## config.mk

```make
export PLATFORM = sky130hd
export DESIGN_NAME = fcc_ctrl
export DESIGN_NICKNAME = d
export VERILOG_FILES = /design/src/hdl/fcc_pkg.sv /design/src/hdl/fcc_ctrl.sv
export SDC_FILE = /design/constraint.sdc
export NUM_CORES = 1
export LEC_CHECK = 0
export CORE_MARGIN = 3
export CORE_UTILIZATION = 40
export CTS_BUF_LIST = sky130_fd_sc_hd__clkbuf_2
export DETAILED_ROUTE_END_ITERATION = 10
export DONT_BUFFER_PORTS = 1
export SYNTH_ARGS = -nofsm -noshare
export SYNTH_HDL_FRONTEND = slang
export SYNTH_SLANG_ARGS = --single-unit
export TNS_END_PERCENT = 10
```

## constraint.sdc

```tcl
create_clock -name clk -period 8.7 [get_ports clk]
set_input_delay 0 -clock clk [delete_from_list [all_inputs] [get_ports clk]]
set_output_delay 0 -clock clk [all_outputs]
set_load 0.01 [all_outputs]
```

## src/hdl/fcc_pkg.sv

```systemverilog
`default_nettype none

package fcc_pkg;

  // request kinds
  localparam logic KIND_REF = 1'b0;
  localparam logic KIND_SIG = 1'b1;

  // controls broadcast from the sequencer to every cell of the chain
  typedef struct packed {
    logic sig_shift;  // advance the signal delay line
    logic sig_zero;   // head of the delay line takes zero (tail flush)
    logic sig_clear;  // wipe the delay line, wins over sig_shift
    logic ref_shift;  // push a reference sample into the reversed chain
  } cell_ctl_t;

endpackage

`default_nettype wire

```

## src/hdl/fcc_ctrl.sv

```systemverilog
`default_nettype none

module fcc_ctrl #(
  parameter int MAX_LEN = 32,
  parameter int CW      = 37,
  parameter int CNT_W   = 6
) (
  input  wire                      clk,
  input  wire                      rst,
  input  wire                      in_valid,
  output logic                     in_stall,
  input  wire                      kind,
  input  wire                      last,
  output logic                     out_valid,
  input  wire                      out_stall,
  output logic signed [CW-1:0]     correlation,
  output logic                     final_res,
  input  wire  signed [CW-1:0]     sum_tail,
  output fcc_pkg::cell_ctl_t       ctl,
  output logic [CNT_W-1:0]         count
);

  localparam int WAIT_CYC = MAX_LEN + 1;
  localparam int WAIT_W   = $clog2(MAX_LEN + 2);

  typedef enum logic [1:0] {
    ST_IDLE = 2'b01,
    ST_BUSY = 2'b10
  } state_t;

  state_t            state, state_next;
  logic [WAIT_W-1:0] wait_cnt, wait_cnt_next;
  logic [CNT_W-1:0]  flush_left, flush_left_next;
  logic              last_flag, last_flag_next;
  logic [CNT_W-1:0]  count_next;
  logic              closed, closed_next;
  logic              in_acc;
  logic              out_free;
  logic              emit;

  assign in_stall = (state != ST_IDLE);
  assign in_acc   = in_valid && (state == ST_IDLE);
  assign out_free = !out_valid || !out_stall;

  always_comb begin
    state_next      = state;
    wait_cnt_next   = wait_cnt;
    flush_left_next = flush_left;
    last_flag_next  = last_flag;
    count_next      = count;
    closed_next     = closed;
    ctl             = '0;
    emit            = 1'b0;
    unique case (state)
      ST_IDLE: begin
        if (in_acc) begin
          if (kind == fcc_pkg::KIND_REF) begin
            if (closed) begin
              count_next    = CNT_W'(1);
              ctl.ref_shift = 1'b1;
            end else if (count < CNT_W'(MAX_LEN)) begin
              count_next    = count + CNT_W'(1);
              ctl.ref_shift = 1'b1;
            end
            closed_next = last;
          end else begin
            ctl.sig_shift = 1'b1;
            if (count == '0) begin
              ctl.sig_clear = last;
            end else begin
              state_next      = ST_BUSY;
              wait_cnt_next   = WAIT_W'(WAIT_CYC);
              flush_left_next = last ? count - CNT_W'(1) : '0;
              last_flag_next  = last;
            end
          end
        end
      end
      ST_BUSY: begin
        if (wait_cnt != '0) begin
          wait_cnt_next = wait_cnt - WAIT_W'(1);
        end else if (out_free) begin
          emit = 1'b1;
          if (flush_left != '0) begin
            ctl.sig_shift   = 1'b1;
            ctl.sig_zero    = 1'b1;
            flush_left_next = flush_left - CNT_W'(1);
            wait_cnt_next   = WAIT_W'(WAIT_CYC);
          end else begin
            ctl.sig_clear = last_flag;
            state_next    = ST_IDLE;
          end
        end
      end
      default: begin
        state_next = ST_IDLE;
      end
    endcase
  end

  always_ff @(posedge clk) begin
    if (rst) begin
      state     <= ST_IDLE;
      count     <= '0;
      closed    <= 1'b1;
      out_valid <= 1'b0;
    end else begin
      state  <= state_next;
      count  <= count_next;
      closed <= closed_next;
      if (emit) begin
        out_valid <= 1'b1;
      end else if (!out_stall) begin
        out_valid <= 1'b0;
      end
    end
  end

  always_ff @(posedge clk) begin
    wait_cnt   <= wait_cnt_next;
    flush_left <= flush_left_next;
    last_flag  <= last_flag_next;
    if (emit) begin
      correlation <= sum_tail;
      final_res   <= last_flag && (flush_left == '0);
    end
  end

endmodule

`default_nettype wire

```

# [After elaboration in Yosys (flattened, before gate mapping)]
# Index checks and enable logic that the tools add are counted.
[word_totals] register_bits=61 latch_bits=0 ramBits=0 rom_bits=0 in_bits=43 output_inout_bits=50 elab_cells=91 n_memories=0
[op_classes] addsub=4 n_mul=0 n_div=0 n_lt_le_gt_ge=1 n_eq_ne=13 shifts=0 mux=45 n_bitwise=2 reduce_logical=17
[op_table] operator="2-to-1 mux 6 bit" count=15
[op_table] operator="one-hot mux 6 bit (2 select lines)" count=2
[op_table] operator="subtractor 6 x 1 -> 6 bit (second input constant)" count=3
[op_table] operator="2-to-1 mux 2 bit" count=8
[op_table] operator="2-to-1 mux 1 bit" count=15
[op_table] operator="inequality test 2 bit (second input constant)" count=7
[op_table] operator="logical NOT 6 bit" count=2
[op_table] operator="AND reduction 6 bit" count=2
[op_table] operator="nonzero test 6 bit" count=2
[op_table] operator="AND reduction 4 bit" count=2
[op_table] operator="AND reduction 7 bit" count=1
[op_table] operator="adder 6 x 1 -> 6 bit (second input constant)" count=1
[op_table] operator="less-than comparator 6 bit (second input constant)" count=1
[op_table] operator="2-to-1 mux 3 bit" count=2
[op_table] operator="inequality test 3 bit (second input constant)" count=2
[op_table] operator="inequality test 2 x 1 -> 1 bit (second input constant)" count=2
[op_table] operator="one-hot mux 1 bit (2 select lines)" count=2
[op_table] operator="one-hot mux 2 bit (2 select lines)" count=1
[op_table] operator="nonzero test 2 bit" count=2
[op_table] operator="AND reduction 3 bit" count=1
[op_table] operator="equality test 2 x 1 -> 1 bit (second input constant)" count=1
[op_table] operator="equality test 2 bit (second input constant)" count=1
[op_table] operator="logical AND 1 bit" count=2
[op_table] operator="logical NOT 1 bit" count=2
[op_table] operator="other kinds (2)" count=3

# [Longest topological paths before layout]
# Gate-level depths: netlist of the first run.
[depth] depth_word=6 ltp_mapped=7 mapped_depth_nobuf=6

# [Worst setup path after synthesis of the first run]
# OpenSTA, ideal clock, no wires.
[synth_path] kind="register -> register" start="reg wait_cnt[0]" end="reg correlation[0] (enable)" setup_time_ns=0.446 t_arrival_ns=3.312 required_time_ns=8.254 path_slack_ns=4.942 path_stages_with_launch=7 path_buffers=0 period_less_slack_ns=3.758 path_cell_list="edfxtp_1 > inv_1 > ha_1 > or3b_4 > nor3_1 > nand2_1 > a21oi_1"
[synth_between] elab_chain_len=3
[synth_rtl] element="start, declared" line="fcc_ctrl.sv:32" rtl="logic [WAIT_W-1:0] wait_cnt, wait_cnt_next;"
[synth_rtl] element="start signal, assigned" line="fcc_ctrl.sv:120" rtl="wait_cnt <= wait_cnt_next;"
[synth_rtl] element="nonzero test 6 bit" line="fcc_ctrl.sv:80" rtl="if (wait_cnt != '0) begin"
[synth_rtl] element="2-to-1 mux 1 bit" line="fcc_ctrl.sv:80"
[synth_rtl] element="2-to-1 mux 1 bit" line="fcc_ctrl.sv:54" rtl="unique case (state)"
[synth_rtl] element="net emit" line="fcc_ctrl.sv:39" rtl="logic emit;"
[synth_rtl] element="end signal, assigned" line="fcc_ctrl.sv:124" rtl="correlation <= sum_tail;"
[synth_rtl] element="end, declared" line="fcc_ctrl.sv:16" rtl="output logic signed [CW-1:0] correlation,"
# The timed path passes the listed nets, and every way through them passes these cells.
# A chain may end at the register's enable or synchronous reset.

# [Final worst setup path of the first run]
[layout_path] start="reg wait_cnt[0]" end="reg correlation[15] (enable)"
# The elaborated chain is that of the path after synthesis.

==> reports/metrics.yaml, run 1 <==
worstPathRequired_ps: 8780
ioPinCount: 93
vdd_drop_max_mv: 0.111
worst-setup-path-type: "reg -> reg"
drc: 0
cp-end-kind: "flop"
synth_area_sq_um: 2480
crit_family: "simple AND/OR/NAND/NOR gates"
rsz0062_at_grt: "no"
die_h_microns: 84.7
ys_seq_area_share_pct: 69.9
wl_microns: 4900
clk_latency_ps: 480
cp.arrival_ps: 3010
htree_levels: 3
initial_core_util_pct: 41.6
vias: 1564
portBuffers: 0
cts_buffers: 9
chipWidth_microns: 84.7
layout_min_cycle_time_ps: 2930
overflow: 0
slowest_stage: "a21oi_4"
max_freq_mhz: 342
fin_nets: 284
synthArstFlopShare_pct: 0
setup_viol: 0
met2_length_microns: 2180
synth.top_cells.by_count: "51 x edfxtp_1, 19 x nor2_1, 12 x nand2_1, 11 x inv_1, 10 x dfxtp_1"
timing.critical_path.fanout_max: 38
wl_per_cell_microns: 15.6
cts_tree: "done"
syn_to_final_growth_pct: 26.2
clk_pin_slew_ps: 170
drt-met1-wl_microns: 2140
ff_latch_area_sq_um: 1730
fillCellCount: 528
diodes: 0
synth_area_leaders: "edfxtp_1 62%, dfxtp_1 8.1%, ha_1 4.0%, xor2_1 3.2%, nor2_1 2.9%"
layout-drive-gt1-share_pct: 8.40
p_seq_share_pct: 56.0
min_period_over_period_pct: 33.6
swShare_pct: 26.5
cts.sinks: 61
stdcell_area_sq_um: 3120
highest_layer: "met4"
post-dp-hpwl_microns: 3430
cap_violations: 0
wl_met3_microns: 518
synthCells: 181
grt_usage_pct: 14.1
clock_path_buffers: 2
crit_path_max_incr_delay_ps: 870
holdCritPathClass: "in -> reg"
pwr-share-comb_pct: 16.0
drtAntennaViolNets: 0
fin_worst_skew_ps: 32.2
gp_congestion: 0.780
p_per_area_nw_per_um2: 192
cts_resized: 0
syn_nets: 232
p_clk_share_pct: 28.0
cts_root_buffer: "clkbuf_2"
crit_buf_inv: 1
antenna_found_initial: 0
synth.avg_cell_area_sq_um: 13.7
synth-edff-count: 51
grt_max_degree: 39
p_leak_nw: 1.14
tightest_slew_ps: 1120
ys_types: 34
dp_cells: 253
dr.pass1.iters: 4
coreArea_sq_um: 5960
yosysMostFrequentCell: "edfxtp_1"
synth-seq-cells: 61
p_int_w: 0.000440
drt_iter0_markers: 44
yosys.area.top_type: "edfxtp_1"
vias_per_cell: 5.00
synth_top_area_share_pct: 61.8
yosysWarningCount: 0
critical_path.cell_chain: "inv_1 > ha_1 > or3b_4 > nor3_1 > nand2_1 > a21oi_4"
synth_ff_type: "edfxtp_1"
rows: 28
dieArea_sq_um: 7170
multi_input_area_sq_um: 699
slew_headroom_pct: 25.3
grt_pass1_wl_microns: 7780
placed_area_sq_um: 2570
worst_setup_path_start_kind: "flop"
switchingPower_w: 0.000159
maxSlewViolCount: 0
hold_viol_final: 0
tns_ps: 0
grt_pass1_vias: 1651
status: "finished clean"
fin_cells: 313
logic make-up (layout without fill, tap and decap cells):
group                    Yosys count  after routing  synth area share [%]
flip-flops                        61             61                  69.9
adder cells (fa/ha/maj)            8              8                  4.04
AND/OR/NAND/NOR                   58             58                  11.5
AO/OA/AOI/OAI                     22             22                  5.91
multiplexers                       2              2                  1.01
XOR/XNOR                          15             15                  5.31
buffers and inverters             15             72                  2.27
worst register-to-register path, cell delays in order (launching register included):
cell	delay [ps]
edfxtp_1	450
inv_1	80
ha_1	170
or3b_4	400
nor3_1	380
nand2_1	180
a21oi_4	870
flip-flops by register name, summed over array words and instances (netlist names):
| signal | cells |
|---|---|
| correlation | 37 |
| count | 6 |
| flush_left | 6 |
| wait_cnt | 6 |
| state | 2 |
| closed | 1 |
| final_res | 1 |
| last_flag | 1 |
| out_valid | 1 |
power groups by stage:
| stage | sequential (W) | combinational (W) | clock [W] |
|---|---|---|---|
| after floorplan | 0.000340 | 0.0000649 | 0 |
| after global placement | 0.000341 | 0.0000752 | 0 |
| after detailed placement | 0.000342 | 0.0000770 | 0 |
| after CTS | 0.000335 | 0.0000963 | 0.000174 |
| after global routing | 0.000337 | 0.000110 | 0.000190 |
| final | 0.000335 | 0.0000956 | 0.000168 |
final cells by class:
cell class | count | area share [%]
Clock buffer | 10 | 1.60
Clock inverter | 6 | 2.04
Inverter | 12 | 1.44
Multi-Input combinational cell | 105 | 22.4
Sequential cell | 61 | 55.4
Tap cell | 75 | 3.00
Timing Repair Buffer | 44 | 14.1
final timing paths:
path | startpoint | endpoint | slack [ps] | cells after the start
max | wait_cnt[0]$_SDFFCE_PN1P_ | correlation[15]$_DFFE_PP_ | 5770 | 6
min | kind | count[3]$_SDFFE_PP0P_ | 50 | 4
max reg2reg | wait_cnt[0]$_SDFFCE_PN1P_ | correlation[15]$_DFFE_PP_ | 5770 | 6
min reg2reg | state[0]$_SDFFE_PP1P_ | state[0]$_SDFFE_PP1P_ | 560 | 2
layer usage:
metal | vias up | global-route usage (%)
li1 | 763 | -
met1 | 717 | 16.2
met3 | 6 | 6.97
met2 | 78 | 22.0
met4 | 0 | 6.62
met5 | - | 0
through the flow:
stage               utilization [%]  hold WS, ps  setup slack [ps]  total power [W]
floorplan                         -         98.9              4940         0.000405
global placement               43.2         74.6              5950         0.000417
detailed placement             43.2         77.4              5800         0.000419
CTS                            52.5         4.69              5770         0.000606
global route                   52.5         35.1              5510         0.000638
finish                         52.5         45.6              5770         0.000599
placed cells by master, fill, tap and decap left out, drive strengths merged, types with 3 or more instances in the layout:
cell,instances
a21oi,5
a31oi,4
and3,3
clkbuf,10
clkinv,4
dfxtp,10
dlygate4sd3,44
edfxtp,51
ha,8
inv,11
nand2,12
nand3,5
nand4,4
nor2,19
nor3,5
o22ai,5
xnor2,6
xor2,9
what timing repair did:
item,4_1_cts,5_1_grt
hold buffers,44,0
buffers inserted,0,0
endpoints found under the hold margin,93,0
No activity file was read; power rests on OpenSTA's default activity.
==> run 2: changes to the inputs <==
==> constraint.sdc (replaced) <==
create_clock -name clk -period 2.75 [get_ports clk]
set_input_delay 0 -clock clk [delete_from_list [all_inputs] [get_ports clk]]
set_output_delay 0 -clock clk [all_outputs]
set_load 0.01 [all_outputs]
==> run 2 against run 1 <==
Net effect: first-iteration DRC count increased by 2.3%; worst setup slack got worse by 5400 ps; die area unchanged; worst hold slack improved by 27 ps; critical path type is now reg -> out; critical endpoint is now ctl[3]; highest routed layer unchanged.
==> reports/metrics.yaml, run 2 (synthesized netlist as in run 1, its figures left out) <==
dieArea_sq_um: 7170  # unchanged
cts_buffers: 9  # unchanged
fin_worst_skew_ps: 28.4  # was 32.2 ps
cts.sinks: 61  # unchanged
wl_microns: 5060  # was 4900 microns
fin_nets: 287  # was 284
placed_area_sq_um: 2590  # was 2570 sq um
wl_per_cell_microns: 16.0  # was 15.6 microns
holdCritPathClass: "in -> reg"  # unchanged
worstPathRequired_ps: 2750  # was 8780 ps
clock_path_buffers: 2  # unchanged
drt-met1-wl_microns: 2100  # was 2140 microns
maxSlewViolCount: 0  # unchanged
rsz0062_at_grt: "no"  # unchanged
stdcell_area_sq_um: 3140  # was 3120 sq um
overflow: 0  # unchanged
reg2reg_depth: 7  # was 6
cap_violations: 0  # unchanged
layout-drive-gt1-share_pct: 8.71  # was 8.40%
status: "finished clean"  # unchanged
met2_length_microns: 2360  # was 2180 microns
post-dp-hpwl_microns: 3540  # was 3430 microns
drt_iter0_markers: 45  # was 44
clk_latency_ps: 450  # was 480 ps
tns_ps: 0  # unchanged
hold_viol_final: 0  # unchanged
cts_tree: "done"  # unchanged
ioPinCount: 93  # unchanged
grt_max_degree: 39  # unchanged
drtAntennaViolNets: 0  # unchanged
timing.critical_path.fanout_max: 4  # was 38
setup_viol: 0  # unchanged
worst_setup_path_start_kind: "flop"  # unchanged
wl_met3_microns: 513  # was 518 microns
gp_congestion: 0.788  # was 0.780
grt_pass1_wl_microns: 8240  # was 7780 microns
regMostFlops: "correlation"  # unchanged
coreArea_sq_um: 5960  # unchanged
portBuffers: 0  # unchanged
layout_commonest_cell: "edfxtp_1"  # unchanged
antenna_found_initial: 0  # unchanged
cp-end-kind: "primary output"  # was flop
fillCellCount: 526  # was 528
min_period_over_period_pct: 87.7
final_core_util_pct: 52.7  # was 52.5%
drc: 0  # unchanged
htree_levels: 3  # unchanged
r2r-end: "correlation[20]$_DFFE_PP_"  # was correlation[15]$_DFFE_PP_
mostFrequentLayoutCells: "51 x edfxtp_1, 44 x dlygate4sd3_1, 19 x nor2_1"  # unchanged
worstHoldStart: "kind"  # unchanged
largest_reg_flops: 37  # unchanged
r2r_slack_ps: 380  # was 5770 ps
layout_min_cycle_time_ps: 2410
diodes: 0  # unchanged
rr_startpoint: "wait_cnt[0]$_SDFFCE_PN1P_"  # unchanged
vdd_drop_max_mv: 0.366  # was 0.111 mV
p_leak_nw: 1.16  # was 1.14 nW
worst-setup-path-type: "reg -> out"  # was reg -> reg
initial_core_util_pct: 41.6  # unchanged
highest_layer: "met4"  # unchanged
cp.arrival_ps: 2410  # was 3010 ps
vias_per_cell: 5.12  # was 5.00
hold_end: "closed$_SDFFE_PP1P_"  # was count[3]$_SDFFE_PP0P_
rows: 28  # unchanged
chipWidth_microns: 84.7  # unchanged
max_freq_mhz: 415
die_h_microns: 84.7  # unchanged
tightest_slew_ps: 671  # was 1120 ps
grt_pass1_vias: 1702  # was 1651
dr.pass1.iters: 4  # unchanged
slew_headroom_pct: 55.1  # was 25.3%
vias: 1618  # was 1564
grt_usage_pct: 15.0  # was 14.1%
clk_pin_slew_ps: 170  # about the same
p_per_area_nw_per_um2: 597  # was 192 nW/um^2
holdPathStages: 3  # was 4
cts_root_buffer: "clkbuf_2"  # unchanged
syn_to_final_growth_pct: 26.7  # was 26.2%
## run 2: repair_timing
action	in CTS	in global routing
endpoints found under the hold margin	55	10
resized for setup	0	0
hold buffers	43	1
endpoints found under the setup margin	0	0
setup buffers	0	0
## run 2: how the worst max path moves through the flow
stage	from	to	slack, ps
after floorplan	wait_cnt[0]$_SDFFCE_PN1P_	correlation[0]$_DFFE_PP_	200
after global placement	wait_cnt[0]$_SDFFCE_PN1P_	correlation[21]$_DFFE_PP_	540
after detailed placement	wait_cnt[0]$_SDFFCE_PN1P_	correlation[32]$_DFFE_PP_	450
after CTS	wait_cnt[0]$_SDFFCE_PN1P_	ctl[3]	300
after global routing	wait_cnt[0]$_SDFFCE_PN1P_	ctl[3]	140
final	wait_cnt[0]$_SDFFCE_PN1P_	ctl[3]	340
## run 2: power by group
part / total [W] / leakage [nW] / switching [W] / internal, W
Clock: 0.000509 / 0.0668 / 0.000304 / 0.000205
Combinational: 0.000304 / 0.556 / 0.000157 / 0.000147
Sequential: 0.00106 / 0.536 / 0.0000261 / 0.00104
Total: 0.00187 / 1.16 / 0.000487 / 0.00139
## run 2: routing by layer
layer  global-route usage (%)  vias up
met3                     6.77        7
met4                     7.34        0
li1                         -      772
met5                        0        -
met2                     23.1       92
met1                     17.8      747
## run 2: area by class of cell
class | count | area, sq um | area share, %
Multi-Input combinational cell | 105 | 699 | 22.3
Clock buffer | 10 | 50.0 | 1.59
Inverter | 12 | 45.0 | 1.44
Tap cell | 75 | 93.8 | 2.99
Timing Repair Buffer | 47 | 463 | 14.8
Clock inverter | 6 | 55.1 | 1.75
Sequential cell | 61 | 1730 | 55.2
## run 2: critical path: stages (launching register included)
cell      delay, ps
edfxtp_1        450
inv_1            80
ha_1            180
or3b_4          400
nor3_1          200
buf_4           170
nand4_1         160
a21oi_1         320
## run 2: metrics by stage
stage               cells  setup slack (ps)  hold WS (ps)  power [W]
floorplan             181               202          98.9    0.00128
global placement      256               536          74.6    0.00132
detailed placement    256               449          78.5    0.00133
CTS                   315               297          1.88    0.00190
global route          316               141          35.4    0.00200
finish                316               338          72.2    0.00187
