==> config.mk <==
export PLATFORM = sky130hd
export DESIGN_NAME = fcc_cell
export DESIGN_NICKNAME = d
export VERILOG_FILES = /design/src/hdl/fcc_pkg.sv /design/src/hdl/fcc_cell.sv
export SDC_FILE = /design/constraint.sdc
export NUM_CORES = 1
export LEC_CHECK = 0
export BUFFER_PORTS_ARGS = -buffer_cell sky130_fd_sc_hd__buf_2
export CAP_MARGIN = 20
export CORE_ASPECT_RATIO = 1.4
export CORE_MARGIN = 2
export CORE_UTILIZATION = 40
export DETAILED_ROUTE_END_ITERATION = 8
export GPL_TIMING_DRIVEN = 0
export PLACE_DENSITY = 0.57
export SYNTH_ARGS = -nofsm -noshare
export SYNTH_HDL_FRONTEND = slang
export SYNTH_SLANG_ARGS = --single-unit
==> constraint.sdc <==
create_clock -name clk -period 8.5 [get_ports clk]
set_clock_uncertainty 0.15 [all_clocks]
set_input_delay 1.7 -clock clk [delete_from_list [all_inputs] [get_ports clk]]
set_output_delay 1.7 -clock clk [all_outputs]
set_load 0.01 [all_outputs]
==> src/hdl/fcc_pkg.sv <==
`default_nettype none

package fcc_pkg;

  // request kinds
  localparam logic KIND_REF = 1'b0;
  localparam logic KIND_SIG = 1'b1;

  // controls broadcast from the sequencer to every cell of the chain
  typedef struct packed {
    logic sig_shift;  // advance the signal delay line
    logic sig_zero;   // head of the delay line takes zero (tail flush)
    logic sig_clear;  // wipe the delay line, wins over sig_shift
    logic ref_shift;  // push a reference sample into the reversed chain
  } cell_ctl_t;

endpackage

`default_nettype wire

==> src/hdl/fcc_cell.sv <==
`default_nettype none

module fcc_cell #(
  parameter int SW = 16,
  parameter int CW = 37
) (
  input  wire                     clk,
  input  wire                     rst,
  input  wire fcc_pkg::cell_ctl_t ctl,
  input  wire                     active,
  input  wire  signed [SW-1:0]    sig_in,
  output logic signed [SW-1:0]    sig_out,
  input  wire  signed [SW-1:0]    ref_in,
  output logic signed [SW-1:0]    ref_out,
  input  wire  signed [CW-1:0]    sum_in,
  output logic signed [CW-1:0]    sum_out
);

  logic signed [SW-1:0]   d;
  logic signed [SW-1:0]   r;
  logic signed [2*SW-1:0] prod;
  logic signed [CW-1:0]   p;
  logic signed [CW-1:0]   s;

  assign prod = d * r;

  always_ff @(posedge clk) begin
    if (rst) begin
      d <= '0;
    end else if (ctl.sig_clear) begin
      d <= '0;
    end else if (ctl.sig_shift) begin
      d <= sig_in;
    end
  end

  always_ff @(posedge clk) begin
    if (ctl.ref_shift) begin
      r <= ref_in;
    end
    // cells beyond the reference length contribute nothing
    p <= active ? {{(CW-2*SW){prod[2*SW-1]}}, prod} : '0;
    s <= sum_in + p;
  end

  assign sig_out = d;
  assign ref_out = r;
  assign sum_out = s;

endmodule

`default_nettype wire

# == Word level (Yosys, flattened, before mapping) ==
# Cells that the tools add are included.
# word_totals
in_bits,76
reg_bits,101
out_inout_bits,69
# classes
n_addsub,1
mul,1
n_reduce_logical,1
# op_table
operator,n
37-bit by 32-bit adder with 37-bit output,1
16-bit by 16-bit multiplier with 32-bit output,1
2-bit OR reduction,1

# == Logic depth before layout (Yosys ltp) ==
# Gate-level depths: netlist (run 1).
# logic_depth
depth_word,1
mapped_depth,23

# == Worst setup path before layout (run 1) ==
# Ideal clock, no wire load.
# synth_path
kind,register to register
from,register r[7] (netlist: ref_out[7])
to,register p[31] (netlist name)
t_required_ns,8.235
path_slack_ns,2.380
synth_period_minus_slack_ns,6.120
arrival_ns,5.856
stages_incl_launch_ff,23
setup_time_ns,0.115
path_cell_list,edfxtp_1 clkbuf_1 nand2_1 fa_1 inv_1 fa_1 inv_1 fa_1 inv_1 fa_1 fa_1 inv_1 fa_1 inv_1 ha_1 nand2_1 a2111oi_4 a211o_1 a31oi_1 o31a_2 o31ai_2 xnor2_1 nor2_1
# synth_between
elab_chain_cells,1
# synth_rtl
item,line_no,rtl
start: declaration,fcc_cell.sv:20,logic signed [SW-1:0] r;
start signal: assignment,fcc_cell.sv:39,r <= ref_in;
16-bit by 16-bit multiplier with 32-bit output,fcc_cell.sv:25,assign prod = d * r;
# Every way passes these cells.
# A chain may end at the register's enable or synchronous reset.

# == Worst setup path in the final report (run 1) ==
# layout_path
from,register d[8] (netlist: sig_out[8])
to,register p[30]
# layout_between
elab_chain_cells,1
# layout_rtl
item,line_no,rtl
start: declaration,fcc_cell.sv:19,logic signed [SW-1:0] d;
start signal: assignment,fcc_cell.sv:33,d <= sig_in;
16-bit by 16-bit multiplier with 32-bit output,fcc_cell.sv:25,
end signal: assignment,fcc_cell.sv:42,"p <= active ? {{(CW-2*SW){prod[2*SW-1]}}, prod} : '0;"
end: declaration,fcc_cell.sv:22,logic signed [CW-1:0] p;
# Every way passes these cells.

==> results of run 1 <==
==> cells by family (layout without fill, tap and decap cells) <==
logic type / Yosys count / after routing / share of synthesized area (%)
multiplexers: 18 / 18 / 1.280
AND/OR/NAND/NOR: 389 / 389 / 13.52
AO/OA/AOI/OAI: 186 / 186 / 8.942
flip-flops: 101 / 101 / 15.50
XOR/XNOR: 63 / 63 / 3.920
buffers and inverters: 333 / 491 / 8.950
adder cells (fa/ha/maj): 381 / 381 / 47.89
==> metal layers <==
| layer | track usage (%) | up-vias |
|---|---|---|
| li1 | - | 4850 |
| met1 | 22.15 | 5251 |
| met2 | 37.65 | 251 |
| met3 | 2.461 | 77 |
| met4 | 10.33 | 0 |
| met5 | 0 | - |
==> cell type report <==
cell class / count / area (sq um) / area share, %
inverter: 294 / 1104 / 7.050
multi-input combinational: 1037 / 10640 / 67.94
tap: 456 / 570.5 / 3.645
timing repair buffer: 142 / 710.7 / 4.540
sequential: 101 / 2182 / 13.94
clock buffer: 9 / 225.2 / 1.439
clock inverter: 7 / 70.07 / 0.4476
buffer: 39 / 156.4 / 0.9991
==> worst max-delay path by stage <==
| stage | start | endpoint | slack (ns) |
|---|---|---|---|
| after detailed placement | sig_out[10] | p[30] | 1.51 |
| final | sig_out[8] | p[30] | 1.46 |
| after CTS | sig_out[10] | p[30] | 1.45 |
| after global routing | sig_out[8] | p[30] | 1.08 |
| after global placement | ref_out[7] | p[30] | 1.54 |
| after floorplan | ref_out[7] | p[31] | 2.38 |
==> through the flow <==
stage	setup WS, ns	util [%]	cell area [sq um]
finish	1.459	44.90	15650
global placement	1.537	44.05	15360
floorplan	2.380	-	14080
CTS	1.450	44.90	15650
detailed placement	1.514	44.05	15360
global route	1.076	44.90	15650
==> registers in the layout, indices dropped and copies added (netlist names) <==
signal and cells:
sum_out 37, ref_out 16, p 32, sig_out 16
==> synth_stat cells, drive strengths merged, types with 13 or more instances <==
cell type | count | share of area, %
a21o | 27 | 1.5
a21oi | 61 | 2.2
and2 | 134 | 6.0
clkbuf | 37 | 1.1
dfxtp | 85 | 12
edfxtp | 16 | 3.4
fa | 263 | 37
ha | 118 | 10
inv | 294 | 7.8
mux2i | 18 | 1.3
nand2 | 144 | 3.8
nor2 | 65 | 1.7
o21a | 15 | 0.80
o21ai | 28 | 1.0
o21bai | 13 | 0.69
xnor2 | 45 | 2.8
xor2 | 18 | 1.1
==> layout by cell type, fill, tap and decap left out, drive strengths merged, types with 3 or more instances in the layout <==
cell	instances
inv	297
fa	263
nand2	144
buf	144
and2	134
ha	118
dfxtp	85
nor2	65
a21oi	61
clkbuf	46
xnor2	45
o21ai	28
a21o	27
xor2	18
mux2i	18
edfxtp	16
o21a	15
o21bai	13
nand2b	11
nor3	8
a211oi	8
a211o	6
o211ai	5
nand3	5
and3	5
a31oi	4
or2	4
a2111oi	4
nand4	3
nor4	3
o31a	3
==> where the power goes <==
part           internal (W)  switching [W]  total (W)  leakage, nW
Combinational      0.000699       0.000943    0.00164         7.02
Clock              0.000229       0.000197   0.000427        0.144
Sequential         0.000621      0.0000578   0.000678        0.864
==> metrics.yaml, run 1 <==
outcome:
  status: "complete, no violations"
sta:
  finalCriticalPeriod_ns: 7.041
  slew_headroom_pct: 49.84
  tightest_slew_ns: 0.7524
  fmax_ghz: 0.1420
  hold_ws_ns: 0.2955
  totalNegativeSetupSlack_ns: 0
  final_max_slew_viol_count: 0
  hold_viol: 0
  setup_viol: 0
  grt_setup_unrepaired: "no"
  period_share_pct: 82.84
placed_design:
  dp_hpwl_mm: 30.35
  dp_cells: 2069
  gp_congestion: 0.9306
  port_buffers: 142
routing:
  dr_wl_met3_mm: 1.265
  antenna_left: 0
  drc: 0
  detail_route.wl_per_cell_microns: 16.99
  top_layer: "met4"
  m1WireLength_mm: 12.95
  viasPerCell: 5.002
  drt_iter0_drc: 458
  vias: 10430
  routed_wl_mm: 35.41
  wl_met2_mm: 19.28
  dr.pass1.iters: 6
power:
  leakagePower_nw: 8.032
  power_density_mw_per_mm2: 175.5
  ir_drop_mv: 0.1041
  fin_total_pwr_w: 0.002746
setup_path:
  timing.reg2reg.setup_slack_ns: 1.46
  start_kind: "flip-flop"
  cp_max_fo: 10
  crit_type: "reg2reg"
  crit_top_cell: "fa_1"
  endpoint_kind: "flip-flop"
  cp.arrival_ns: 7.17
  worst-path-buf-inv: 4
  r2r.worst_path.cells: 21
  cp_cell_sequence: "clkbuf_1, nand2_1, fa_1, inv_1, fa_1, fa_1, fa_1, fa_1, inv_1, fa_1, inv_1, ha_1, nand2_1, nor2_1, nor2_1, o21ai_0, a2111oi_2, o21ai_1, a211oi_1, o31a_1, mux2i_1"
  path_depth: 21
  r2r-end: "p[30]"
  crit_family: "adder cells"
  r2r-start: "sig_out[8]"
  worstPathRequired_ns: 8.63
  crit_path_top_delay_cell: "fa_1"
  max_stage_delay_ns: 0.63
yosys:
  yosys_warnings: 0
  syn-num-nets: 1928
  async_flop_share_pct: 0
  synth_seq_cells: 101
  synth_area_sq_mm: 0.01408
  syn_inst: 1471
  ys_types: 59
  avgSynthCellArea_sq_um: 9.570
  synth_edf_count: 16
  synth_top_flop_cell: "dfxtp_1"
  ys_seq_area_share_pct: 15.50
flow_run:
  maxCapViolations: 0
clocking:
  clock-sinks: 101
  hold_buffers: 0
  cts_resized: 0
  clk_latency_ns: 0.37
  clkTransAtPathRegs_ns: 0.08
  cts_buffer_depth: 2
  cts_max_level: 3
  cts_tree: "done"
  cts_buffers: 9
  cts_setup_buffers: 0
  cts-root-buf: "clkbuf_16"
layout:
  drive_gt1_share_pct: 10.93
  n_antenna_cell: 0
  fin_nets: 2081
  final_cells: 2085
  area_delta_synth_final_pct: 11.20
  fillers: 3493
global_route:
  grt_pass1_wl_mm: 56.34
  antenna_found_initial: 0
  grt_pass1_vias: 11020
  overflow: 0
  globalRouteTotalUtil_pct: 20.11
  grt_max_degree: 18
floorplan:
  die_w_microns: 162.6
  start_util_pct: 40.38
  die_height_microns: 226.0
  rows: 81
  core_sq_mm: 0.03486
  die_area_sq_mm: 0.03673
  ioPinCount: 145
hold_path:
  holdPathStages: 1
  hold_path_end: "sum_out[0]"
  hp-class: "reg2reg"
  hp-start: "p[0]"
Power figures use the tool's default switching activity.
==> run 2: changes to the inputs <==
- PLACE_DENSITY: 0.57 -> 0.59
- clock period: 8.5 -> 6 ns (I/O delays scaled with it)
==> run 2 against run 1 <==
The flow now finishes with violations (negative setup slack). Routed wire length up 4.2%. Register-to-register slack worse by 1.6 ns. Total power up 57%. Die area unchanged. Critical path depth unchanged. Clock power up 60%. Critical endpoint is now p[27]. Largest power group unchanged.
==> metrics.yaml, run 2 (synthesized netlist as in run 1, its figures left out) <==
outcome:
  status: "finished, violations left"
  violations: "negative setup slack"
setup_path:
  start_kind: "flip-flop"
  cp_cell_sequence: "buf_6, and2_4, fa_1, inv_1, fa_1, inv_1, fa_1, fa_1, fa_1, inv_1, fa_1, inv_2, ha_4, nand2_8, a2111oi_4, a211o_1, a31oi_4, o31a_4, o21bai_1, xnor2_1, nor2_1"
  timing.reg2reg.setup_slack_ns: -0.15
  crit_type: "reg2reg"
  crit_top_cell: "fa_1"
  endpoint_kind: "flip-flop"
  crit_path_top_delay_cell: "fa_1"
  r2r-start: "ref_out[10]"
  r2r.worst_path.cells: 21
  cp_max_fo: 4
  max_stage_delay_ns: 0.58
  r2r-end: "p[27]"
  crit_family: "adder cells"
  cp.arrival_ns: 6.25
  worstPathRequired_ns: 6.10
  path_depth: 21
  worst-path-buf-inv: 5
power:
  power_density_mw_per_mm2: 259.0
  fin_total_pwr_w: 0.004302
  ir_drop_mv: 0.1451
  swShare_pct: 42.92
  pwr-share-clk_pct: 15.9
  pwr-share-seq_pct: 22.0
  p_int_w: 0.002456
  leakagePower_nw: 8.441
  p_sw_w: 0.001846
  comb_power_share_pct: 62.1
routing:
  routed_wl_mm: 36.91
  drc: 0
  drt_iter0_drc: 424
  viasPerCell: 4.972
  detail_route.wl_per_cell_microns: 17.39
  vias: 10560
  dr.pass1.iters: 5
  antenna_left: 0
sta:
  setup_viol: 6
  period_share_pct: 102.5
  hold_ws_ns: 0.2949
  tightest_slew_ns: 0.6723
  totalNegativeSetupSlack_ns: -0.5808
  setup_ws_ns: -0.1484
  hold_viol: 0
  finalCriticalPeriod_ns: 6.148
  slew_headroom_pct: 55.18
  fmax_ghz: 0.1626
  grt_setup_unrepaired: "yes"
  final_max_slew_viol_count: 0
clocking:
  cts_buffers: 9
  clk_latency_ns: 0.38
  cts_buffer_depth: 2
  cts_max_level: 3
  clkTransAtPathRegs_ns: 0.07
  cts-root-buf: "clkbuf_16"
  clock-sinks: 101
  cts_tree: "done"
layout:
  n_antenna_cell: 0
  fillers: 3407
  area_delta_synth_final_pct: 17.96
  post-route-util_pct: 47.63
  fin_nets: 2119
  drive_gt1_share_pct: 19.86
  layout_common_cells: "inv_1, fa_1, buf_2, nand2_1, and2_1"
  largest_register_ff_count: 37
  mostFrequentLayoutCell: "inv_1"
global_route:
  grt_pass1_wl_mm: 58.28
  overflow: 0
  antenna_found_initial: 0
  grt_pass1_vias: 11340
  globalRouteTotalUtil_pct: 20.91
  grt_max_degree: 18
floorplan:
  start_util_pct: 40.38
  rows: 81
  die_area_sq_mm: 0.03673
  die_height_microns: 226.0
  die_w_microns: 162.6
  core_sq_mm: 0.03486
  ioPinCount: 145
hold_path:
  holdPathStages: 1
  hp-start: "p[0]"
  hp-class: "reg2reg"
  hold_path_end: "sum_out[0]"
placed_design:
  gp_congestion: 0.9177
  port_buffers: 142
  dp_hpwl_mm: 30.46
flow_run:
  maxCapViolations: 0
run 2: changes by cell type in the layout (fill, tap and decap cells not counted), sizes merged:
cell and change:
buf +45, clkbuf -4, clkinv -2, inv -2, bufinv +1
run 2: what timing repair did:
item                                    CTS  global route
pin swaps                                29            14
buffers inserted                         31             6
gates resized for setup                 133            41
endpoints found under the setup margin   19            14
hold buffers                              0             0
gates cloned                              1             0
run 2: per-layer routing:
metal / share of wire [%] / track usage [%]
met5: 0 / 0
met3: 2.9 / 2.516
met2: 55 / 38.97
met4: 5.9 / 11.88
met1: 37 / 22.73
run 2: per-stage QoR:
stage / cell area [sq um] / worst slack (ns) / std cells
finish: 16610 / -0.1484 / 2123
global route: 16610 / -0.3289 / 2123
CTS: 16420 / -0.1268 / 2117
detailed placement: 15380 / -0.8980 / 2069
global placement: 15380 / -0.9071 / 2069
floorplan: 14100 / 0.0007967 / 1471
run 2: worst max-delay path by stage:
stage	startpoint	end
CTS	ref_out[4]	p[30]
global placement	ref_out[15]	p[30]
detailed placement	ref_out[5]	p[31]
floorplan	ref_out[4]	p[31]
finish	ref_out[10]	p[27]
global route	ref_out[10]	p[27]
run 2: power groups by stage:
stage / logic, W / registers, W / clock network [W]
2_1_floorplan: 0.00164 / 0.00102 / 0
3_3_place_gp: 0.00231 / 0.000979 / 0
3_5_place_dp: 0.00234 / 0.000983 / 0
4_1_cts: 0.00259 / 0.000951 / 0.000708
5_1_grt: 0.00298 / 0.000966 / 0.000730
6_report: 0.00267 / 0.000947 / 0.000685
run 2: cell type report:
cell class	count	area (sq um)	area share, %
buffer	39	320.3	1.929
multi-input combinational	1037	11030	66.45
clock inverter	4	76.32	0.4596
timing repair buffer	180	1016	6.118
clock buffer	12	267.8	1.612
sequential	101	2217	13.35
tap	456	570.5	3.436
inverter	294	1104	6.646
run 2: worst reg2reg max path, cell delays in order (launching register included):
cell	delay, ns
edfxtp_1	0.48
buf_6	0.17
and2_4	0.15
fa_1	0.52
inv_1	0.05
fa_1	0.58
inv_1	0.07
fa_1	0.50
fa_1	0.43
fa_1	0.50
inv_1	0.05
fa_1	0.48
inv_2	0.05
ha_4	0.32
nand2_8	0.07
a2111oi_4	0.31
a211o_1	0.25
a31oi_4	0.12
o31a_4	0.33
o21bai_1	0.16
xnor2_1	0.20
nor2_1	0.08
==> run 3: changes to the inputs <==
- CORE_MARGIN: 2 -> default
==> run 3 against run 2 <==
The run still ends with negative setup slack left. Critical path type unchanged. Register-to-register slack lost 0.08 ns. Critical path depth is 3 higher. Clock-buffer cell count down 3. Hold slack improved by 0.0027 ns. Clock power is 13% lower. Highest routed layer unchanged.
==> metrics.yaml, run 3 (synthesized netlist as in run 1, its figures left out) <==
layout:
  layout_common_cells: "inv_1, fa_1, buf_2, nand2_1, and2_1"
  fin_nets: 2132
  n_antenna_cell: 0
  drive_gt1_share_pct: 20.54
  mostFrequentLayoutCell: "inv_1"
  largest_register_ff_count: 37
  area_delta_synth_final_pct: 18.42
  post-route-util_pct: 48.55
  fin_area_sq_mm: 0.01667
routing:
  viasPerCell: 5.006
  dr.pass1.iters: 4
  drt_iter0_drc: 519
  vias: 10670
  antenna_left: 0
  detail_route.wl_per_cell_microns: 17.37
  routed_wl_mm: 37.02
  drc: 0
placed_design:
  port_buffers: 142
  place_area_sq_mm: 0.01537
  dp_hpwl_mm: 30.34
  gp_congestion: 0.8954
global_route:
  grt_max_degree: 20
  overflow: 0
  grt_pass1_wl_mm: 57.59
  grt_pass1_vias: 11260
  globalRouteTotalUtil_pct: 21.08
  antenna_found_initial: 0
sta:
  final_max_slew_viol_count: 0
  hold_viol: 0
  slew_headroom_pct: 56.03
  setup_ws_ns: -0.2238
  totalNegativeSetupSlack_ns: -1.679
  setup_viol: 13
  fmax_ghz: 0.1607
  tightest_slew_ns: 0.6596
  period_share_pct: 103.7
  finalCriticalPeriod_ns: 6.224
  grt_setup_unrepaired: "yes"
setup_path:
  path_depth: 24
  cp_cell_sequence: "clkbuf_8, buf_12, and2_1, fa_1, inv_2, fa_1, fa_1, inv_1, fa_1, fa_1, inv_2, fa_1, inv_2, ha_4, a21o_1, a21oi_2, nor2_1, a211o_1, a31oi_4, o31a_4, buf_4, buf_6, xor2_2, nor2_1"
  crit_path_top_delay_cell: "fa_1"
  r2r-end: "p[25]"
  endpoint_kind: "flip-flop"
  worst-path-buf-inv: 8
  crit_top_cell: "fa_1"
  crit_type: "reg2reg"
  r2r.worst_path.cells: 24
  start_kind: "flip-flop"
  r2r-start: "ref_out[5]"
  timing.reg2reg.setup_slack_ns: -0.22
  worstPathRequired_ns: 6.12
  cp.arrival_ns: 6.34
  cp_max_fo: 5
  max_stage_delay_ns: 0.53
  crit_family: "adder cells"
clocking:
  clkTransAtPathRegs_ns: 0.08
  cts_buffers: 9
  cts-root-buf: "clkbuf_16"
  cts_max_level: 3
  clk_latency_ns: 0.38
  hold_buffers: 0
  cts_tree: "done"
  cts_buffer_depth: 2
  clock-sinks: 101
floorplan:
  core_sq_mm: 0.03433
  die_height_microns: 224.0
  start_util_pct: 41.00
  rows: 80
  die_area_sq_mm: 0.03596
  die_w_microns: 160.6
  ioPinCount: 145
flow_run:
  maxCapViolations: 0
power:
  ir_drop_mv: 0.1363
  leakagePower_nw: 8.500
  power_density_mw_per_mm2: 256.9
outcome:
  violations: "negative setup slack"
  status: "finished, violations left"
hold_path:
  hp-class: "reg2reg"
  holdPathStages: 1
  hold_path_end: "sum_out[0]"
  hp-start: "p[0]"
==> run 3: cell types whose count changed in the layout (fill, tap and decap cells not counted), moves of 3 or more <==
cell | before | now
inv_1 | 285 | 281
dfxtp_2 | 10 | 6
inv_2 | 9 | 12
buf_6 | 2 | 5
ha_2 | 3 | 0
clkbuf_2 | 4 | 8
buf_2 | 145 | 142
buf_4 | 37 | 47
==> run 3: worst register-to-register path: cells and delay by family (launching register included) <==
| family | cells | cell delay, ns |
|---|---|---|
| DFF | 1 | 0.46 |
| adders and majority gates | 7 | 3.19 |
| and+or+nand+nor | 3 | 0.28 |
| AOI/OAI and AO/OA | 5 | 1.15 |
| buffers and inverters | 8 | 0.69 |
| xor gates and xnor gates | 1 | 0.17 |
==> run 3: layout make-up <==
class                      instances  area [sq um]
multi-input combinational       1037         11050
inverter                         294          1106
clock inverter                     7         67.56
buffer                            39         315.3
tap                              451         564.3
sequential                       101          2220
fill                            3291         17660
clock buffer                       9         225.2
timing repair buffer             193          1125
==> run 3: repair_timing <==
item,4_1_cts,5_1_grt
gates resized for setup,144,32
pin swaps,35,26
endpoints found under the hold margin,0,0
endpoints found under the setup margin,19,14
buffers inserted,37,16
gates cloned,0,0
==> run 3: how the worst max path moves through the flow <==
stage / startpoint / endpoint / slack, ns
3_3_place_gp: sig_out[8] / p[30] / -1.17
5_1_grt: ref_out[4] / p[28] / -0.40
3_5_place_dp: sig_out[8] / p[30] / -1.16
2_1_floorplan: ref_out[4] / p[31] / 0.0008
4_1_cts: ref_out[5] / p[30] / -0.25
6_report: ref_out[5] / p[25] / -0.22
==> run 3: metal layers <==
| layer | share of wire [%] | GRT usage [%] |
|---|---|---|
| met1 | 37 | 22.44 |
| met2 | 55 | 39.94 |
| met3 | 3.5 | 2.796 |
| met4 | 4.8 | 11.09 |
| met5 | 0 | 0 |
==> run 3: where the power goes <==
| part | internal [W] | switching [W] |
|---|---|---|
| clock network | 0.000293 | 0.000305 |
| registers | 0.000876 | 0.0000694 |
| logic | 0.00123 | 0.00151 |
| total | 0.00240 | 0.00188 |
==> run 3: metrics by stage <==
stage	worst slack (ns)	power, W	std cells	hold WS [ns]
2_1_floorplan	0.0007967	0.002657	1471	0.2700
3_3_place_gp	-1.166	0.003281	2064	0.2876
3_5_place_dp	-1.160	0.003322	2064	0.2868
4_1_cts	-0.2490	0.004211	2116	0.3068
5_1_grt	-0.4016	0.004634	2131	0.3320
6_report	-0.2238	0.004282	2131	0.2975
